File: src/sv/sll_pkg.sv
`default_nettype none

package sll_pkg;

  localparam int TABLE_DEPTH_DEF = 1024;

  localparam int POS_W  = 10;
  localparam int VAL_W  = 32;
  localparam int STAT_W = 2;
  localparam int STEP_W = 4;

  localparam logic OP_INSERT = 1'b0;
  localparam logic OP_DELETE = 1'b1;

  localparam logic [STAT_W-1:0] ST_OK    = 2'd0;
  localparam logic [STAT_W-1:0] ST_RANGE = 2'd1;
  localparam logic [STAT_W-1:0] ST_FULL  = 2'd2;

  // microcode addresses
  localparam logic [STEP_W-1:0] S_IDLE   = 4'd0;
  localparam logic [STEP_W-1:0] S_CHECK  = 4'd1;
  localparam logic [STEP_W-1:0] S_WCHK   = 4'd2;
  localparam logic [STEP_W-1:0] S_WALK   = 4'd3;
  localparam logic [STEP_W-1:0] S_AFTER  = 4'd4;
  localparam logic [STEP_W-1:0] S_INS0   = 4'd5;
  localparam logic [STEP_W-1:0] S_INS1   = 4'd6;
  localparam logic [STEP_W-1:0] S_INS2   = 4'd7;
  localparam logic [STEP_W-1:0] S_INS3   = 4'd8;
  localparam logic [STEP_W-1:0] S_DEL0   = 4'd9;
  localparam logic [STEP_W-1:0] S_DEL1   = 4'd10;
  localparam logic [STEP_W-1:0] S_DEL2   = 4'd11;
  localparam logic [STEP_W-1:0] S_DEL3   = 4'd12;
  localparam logic [STEP_W-1:0] S_ERR_RG = 4'd13;
  localparam logic [STEP_W-1:0] S_ERR_FL = 4'd14;

  typedef enum logic [1:0] {RA_CUR, RA_RDATA, RA_ZERO, RA_TMP} rd_sel_t;
  typedef enum logic [1:0] {WA_ZERO, WA_CUR, WA_SLOT} wa_sel_t;
  typedef enum logic [1:0] {WD_RDATA, WD_TMP, WD_SLOT} wd_sel_t;
  typedef enum logic {SL_RDATA, SL_TMP} slot_src_t;
  typedef enum logic [2:0] {
    J_NEVER, J_RANGE_ERR, J_WALK_ZERO, J_WALK_MORE, J_IS_DEL, J_FULL
  } jmp_sel_t;

  typedef struct packed {
    logic              rd_en;
    rd_sel_t           rd_sel;
    logic              wr_en;
    wa_sel_t           wa_sel;
    wd_sel_t           wd_sel;
    logic              ld_cur;
    logic              ld_slot;
    slot_src_t         slot_src;
    logic              ld_tmp;
    logic              wcnt_dec;
    logic              val_we;
    logic              cnt_inc;
    logic              cnt_dec;
    logic              finish;
    logic [STAT_W-1:0] fin_status;
    jmp_sel_t          jmp_sel;
    logic [STEP_W-1:0] target;
  } ctrl_word_t;

  typedef struct packed {
    logic range_err;
    logic walk_zero;
    logic walk_more;
    logic is_del;
    logic full;
  } cond_flags_t;

  // Control store. A read issued in one step shows up in rdata the next step.
  function automatic ctrl_word_t ucode(input logic [STEP_W-1:0] addr);
    ctrl_word_t w;
    w = '0;
    case (addr)
      S_CHECK: begin
        w.rd_en = 1'b1;  w.rd_sel = RA_CUR;
        w.jmp_sel = J_RANGE_ERR;  w.target = S_ERR_RG;
      end
      S_WCHK: begin
        w.jmp_sel = J_WALK_ZERO;  w.target = S_AFTER;
      end
      S_WALK: begin
        // one hop a cycle: address straight from the read data
        w.ld_cur = 1'b1;  w.rd_en = 1'b1;  w.rd_sel = RA_RDATA;
        w.wcnt_dec = 1'b1;
        w.jmp_sel = J_WALK_MORE;  w.target = S_WALK;
      end
      S_AFTER: begin
        // rdata holds the predecessor's link here
        w.ld_tmp = 1'b1;  w.rd_en = 1'b1;  w.rd_sel = RA_ZERO;
        w.jmp_sel = J_IS_DEL;  w.target = S_DEL0;
      end
      S_INS0: begin
        w.ld_slot = 1'b1;  w.slot_src = SL_RDATA;
        w.rd_en = 1'b1;  w.rd_sel = RA_RDATA;
        w.jmp_sel = J_FULL;  w.target = S_ERR_FL;
      end
      S_INS1: begin
        w.wr_en = 1'b1;  w.wa_sel = WA_ZERO;  w.wd_sel = WD_RDATA;
        w.val_we = 1'b1;
      end
      S_INS2: begin
        w.wr_en = 1'b1;  w.wa_sel = WA_SLOT;  w.wd_sel = WD_TMP;
      end
      S_INS3: begin
        w.wr_en = 1'b1;  w.wa_sel = WA_CUR;  w.wd_sel = WD_SLOT;
        w.cnt_inc = 1'b1;  w.finish = 1'b1;  w.fin_status = ST_OK;
      end
      S_DEL0: begin
        w.ld_slot = 1'b1;  w.slot_src = SL_TMP;
        w.rd_en = 1'b1;  w.rd_sel = RA_TMP;
      end
      S_DEL1: begin
        w.wr_en = 1'b1;  w.wa_sel = WA_CUR;  w.wd_sel = WD_RDATA;
        w.rd_en = 1'b1;  w.rd_sel = RA_ZERO;
      end
      S_DEL2: begin
        w.wr_en = 1'b1;  w.wa_sel = WA_SLOT;  w.wd_sel = WD_RDATA;
      end
      S_DEL3: begin
        w.wr_en = 1'b1;  w.wa_sel = WA_ZERO;  w.wd_sel = WD_SLOT;
        w.cnt_dec = 1'b1;  w.finish = 1'b1;  w.fin_status = ST_OK;
      end
      S_ERR_RG: begin
        w.finish = 1'b1;  w.fin_status = ST_RANGE;
      end
      S_ERR_FL: begin
        w.finish = 1'b1;  w.fin_status = ST_FULL;
      end
      default: begin
        w = '0;
      end
    endcase
    return w;
  endfunction

endpackage

`default_nettype wire

File: src/sv/sll_seq.sv
`default_nettype none

module sll_seq
  import sll_pkg::*;
(
  input  wire         clk,
  input  wire         rst,
  input  wire         start,
  input  wire         step_en,
  input  cond_flags_t flags,
  output ctrl_word_t  cw,
  output logic        idle
);

  logic [STEP_W-1:0] upc;
  logic [STEP_W-1:0] upc_next;
  logic              jmp_take;

  assign cw   = ucode(upc);
  assign idle = (upc == S_IDLE);

  always_comb begin
    case (cw.jmp_sel)
      J_NEVER:     jmp_take = 1'b0;
      J_RANGE_ERR: jmp_take = flags.range_err;
      J_WALK_ZERO: jmp_take = flags.walk_zero;
      J_WALK_MORE: jmp_take = flags.walk_more;
      J_IS_DEL:    jmp_take = flags.is_del;
      J_FULL:      jmp_take = flags.full;
      default:     jmp_take = 1'b0;
    endcase
  end

  always_comb begin
    upc_next = upc;
    if (idle) begin
      if (start) upc_next = S_CHECK;
    end else if (step_en) begin
      if (cw.finish)     upc_next = S_IDLE;
      else if (jmp_take) upc_next = cw.target;
      else               upc_next = upc + 1'b1;
    end
  end

  always_ff @(posedge clk) begin
    if (rst) upc <= S_IDLE;
    else     upc <= upc_next;
  end

endmodule

`default_nettype wire
File: config.mk
export PLATFORM = sky130hd
export DESIGN_NAME = sll_seq
export DESIGN_NICKNAME = d
export VERILOG_FILES = /design/src/sv/sll_pkg.sv /design/src/sv/sll_seq.sv
export SDC_FILE = /design/constraint.sdc
export NUM_CORES = 1
export LEC_CHECK = 0
export BUFFER_PORTS_ARGS = -buffer_cell sky130_fd_sc_hd__buf_4
export CORE_ASPECT_RATIO = 1.2
export CORE_MARGIN = 1.5
export CORE_UTILIZATION = 38
export DETAILED_ROUTE_END_ITERATION = 16
export PLACE_DENSITY = 0.71
export SLEW_MARGIN = 20
export SYNTH_ARGS = -nofsm -noshare
export SYNTH_HDL_FRONTEND = slang
export SYNTH_SLANG_ARGS = --single-unit
File: constraint.sdc
create_clock -name clk -period 3.3 [get_ports clk]
set_input_delay 0.825 -clock clk [delete_from_list [all_inputs] [get_ports clk]]
set_output_delay 0.825 -clock clk [all_outputs]
set_load 0.005 [all_outputs]
* Word level (Yosys, flattened, before mapping)
Cells that the tools add are included.
** Storage, ports and cells
- Bits in registers :: 4
- Latch bits :: 0
- RAM bits :: 0
- Memory bits (read-only) :: 0
- Logic and storage cells :: 44
- Memories :: 0
** Cells by class
- Add/sub/neg operators :: 1
- $mul :: 0
- Div/mod/pow operators :: 0
- $lt $le $gt $ge :: 0
- Equality and inequality tests :: 20
- Shift operators :: 0
- Muxes and demuxes :: 16
- Bitwise operators :: 0
- Reductions and logical operators :: 6
** Operator list (number)
- $pmux W7 S5 :: 1
- $pmux W5 S6 :: 1
- $eq A4 B4 Y1 const B :: 7
- $mux W4 :: 5
- $eq A4 B3 Y1 const B :: 4
- $pmux W3 S4 :: 1
- $pmux W3 S3 :: 1
- $eq A4 B2 Y1 const B :: 2
- $eq A3 B2 Y1 const B :: 2
- $eq A3 B3 Y1 const B :: 2
- $reduce_or A2 Y1 :: 3
- $mux W1 :: 5
- $pmux W1 S5 :: 1
- $add A4 B1 Y4 const B :: 1
- $eq A4 B1 Y1 const B :: 1
- $logic_not A4 Y1 :: 1
- $pmux W2 S2 :: 1
- $eq A3 B1 Y1 const B :: 1
- $ne A2 B2 Y1 const B :: 1
- $reduce_and A2 Y1 :: 1
- $reduce_bool A2 Y1 :: 1

* Depth between registers and ports, before layout
- Depth in word-level cells :: 8
- Gate-level depth with buffers :: 7
- Mapped depth without buffers :: 7

* Worst setup path after synthesis
Ideal clock, no wire load.
- Kind :: register -> output
- Start :: reg upc[0]
- End :: out cw[25] (netlist bit)
- Arrival :: 1.523 ns
- Setup slack :: 0.952 ns
- Cell stages (with the launch flop) :: 6
- Path buffers :: 0
- Cell sequence :: dfxtp_1 > inv_1 > ha_1 > or2_2 > a21o_1 > or2_2
** RTL lines
- from (decl) :: line sll_seq.sv:15 : logic [STEP_W-1:0] upc;
- from (signal assigned) :: line sll_seq.sv:47 : else upc <= upc_next;
- to (decl) :: line sll_seq.sv:11 : output ctrl_word_t cw,

==> flow_summary.yaml <==
synth:
  synth_cell_types: 35
  synth-async-reset-ratio_pct: 0
  ys.warnings.count: 0
  netlist_instances: 97
  synth_nets: 110
  syn_area_per_cell_um2: 6.88
  synth_edf_count: 0
  netlist_area_um2: 667
  synth_seq_cells: 4
  yosysSeqAreaShare_pct: 12.0
  synthFlopType: "dfxtp_1"
pwr:
  leakage_nw: 0.489
  total_power_mw: 0.246
  peakVddDrop_mv: 0.179
  p_per_area_mw_per_mm2: 264
placed_design:
  gp_congestion: 0.792
  hpwl_um: 1520
  dp_cells: 142
  port_buffers: 35
grt:
  grt_pass1_wl_um: 3020
  gr-usage-all-layers_pct: 20.4
  grt_max_degree: 24
  grt_pass1_vias: 710
  grt_antenna_before_repair: 0
  grt_overflow: 0
timing:
  worstMarginPinSlew_ns: 0.652
  rsz0062_at_grt: "false"
  finalCriticalPeriod_ns: 2.83
  fmax_ghz: 0.353
  post-route-period-util_pct: 85.7
  fin_skew_ns: 0.000955
  hold_violations: 0
  relSlewSlack_pct: 56.5
  fin_tns_setup_ns: 0
  finalMaxSlewViolations: 0
  holdWs_ns: 0.660
  setup_violations: 0
flow_run:
  maxCapViolations: 0
clocking:
  clk_pin_slew_worst_paths_ns: 0.04
  cts_max_path_buffers: 2
  cts-resized-gates: 0
  cts_max_level: 1
  clock_latency_ns: 0.23
  ctsHoldBuffers: 0
  postCtsSetupRepairBufs: 0
  cts_buffers: 3
  cts_root_buffer: "clkbuf_4"
  cts_tree: "built"
  clock-sinks: 4
worst_setup_path:
  path_max_fanout: 14
  r2r_cells: 6
  rrSetupSlack_ns: 1.06
  r2r_start: "upc[0]"
  required_ns: 2.47
  crit_start: "upc[1]"
  rr_endpoint: "upc[2]"
  crit_type: "reg2out"
  critPathArrivalTime_ns: 2.00
  endpoint_kind: "output port"
  crit_end: "cw[25]"
  start_kind: "flop"
route:
  wl_met1_um: 854
  vias: 788
  drcViolationCount: 0
  wl_met3_um: 108
  route.top_layer_used: "met3"
  wl_met2_um: 943
  wl_per_cell_um: 13.1
  drt_pre_antenna_iters: 4
  wirelength_um: 1910
  viasPerCell: 5.43
  detail-route-antenna-nets: 0
  drtIter0Drc: 14
cells_and_area:
  finalNetCount: 142
  area_growth_pct: 39.6
  instances_no_fill: 145
  top_register: "upc"
  drive_above_1_share_pct: 33.9
  final_cell_mix: "buf_4 (35), nor2_1 (14)"
  layout_commonest_cell: "buf_4"
  antenna_cells: 0
  reg_top3: "upc (4)"
  largest_reg_flops: 4
die:
  boundaryPins: 36
  coreArea_mm2: 0.00164
  dieArea_mm2: 0.00202
  fp.dieH_um: 48.9
  start_util_pct: 40.6
  die_w_um: 41.2
  rows: 16
worst_hold_path:
  min_path_type: "reg2reg"
  hp-start: "upc[1]"
status:
  outcome: "complete, no violations"
==> worst min path at each step <==
stage	depth (start not counted)	endpoint	slack, ns
3_3_place_gp	3	upc[1]	0.65
3_5_place_dp	3	upc[1]	0.66
5_1_grt	3	upc[1]	0.71
6_report	3	upc[1]	0.66
2_1_floorplan	3	upc[1]	0.60
4_1_cts	3	upc[1]	0.67
==> synthesized netlist by cell type (all sizes together) (3+ instances only) <==
cell / n / share of area, %
a2111o: 4 / 6.8
a21oi: 5 / 3.8
and2: 6 / 5.8
and3: 4 / 3.9
buf: 5 / 4.9
clkbuf: 3 / 1.7
dfxtp: 4 / 12
ha: 4 / 7.5
inv: 5 / 2.8
nor2: 14 / 7.9
nor2b: 5 / 4.7
nor3: 4 / 3.0
o21a: 5 / 5.6
o21ai: 5 / 3.8
or2: 4 / 3.8
==> routing by layer <==
metal	track usage, %	vias up
met4	6.45	0
met1	26.0	352
met3	1.37	0
li1	-	410
met5	0	-
met2	34.4	26
==> critical path: stages (launching register included) <==
cell and delay, ns:
dfxtp_1 0.36, inv_1 0.09, ha_1 0.34, or2_2 0.37, a21o_1 0.19, or2_2 0.29, buf_4 0.14
==> power breakdown <==
| group | internal (mW) | switching [mW] |
|---|---|---|
| logic | 0.0603 | 0.0689 |
| clock network | 0.0405 | 0.0179 |
| registers | 0.0520 | 0.00644 |
==> kinds of logic after synthesis <==
| group | Yosys count | synth area share, % |
|---|---|---|
| flip-flops | 4 | 12.0 |
| AO/OA/AOI/OAI | 29 | 33.2 |
| AND/OR/NAND/NOR | 47 | 37.9 |
| buffers and inverters | 13 | 9.38 |
| adder cells (fa/ha/maj) | 4 | 7.50 |
==> stage by stage <==
step	utilization, %	setup slack, ns	area (µm²)
3_3_place_gp	55.3	0.761	908
4_1_cts	56.7	0.462	931
2_1_floorplan	-	0.952	667
5_1_grt	56.7	0.366	931
6_report	56.7	0.471	931
3_5_place_dp	55.3	0.712	908
==> final cells by class <==
class,instances,area (µm²)
clock buffers,3,22.5
flip-flops and latches,4,80.1
repair buffers,35,263
multi-input cells,80,524
fillers,184,711
well taps,18,22.5
inverters,5,18.8
Note: power is estimated with default switching activity, not from simulation.
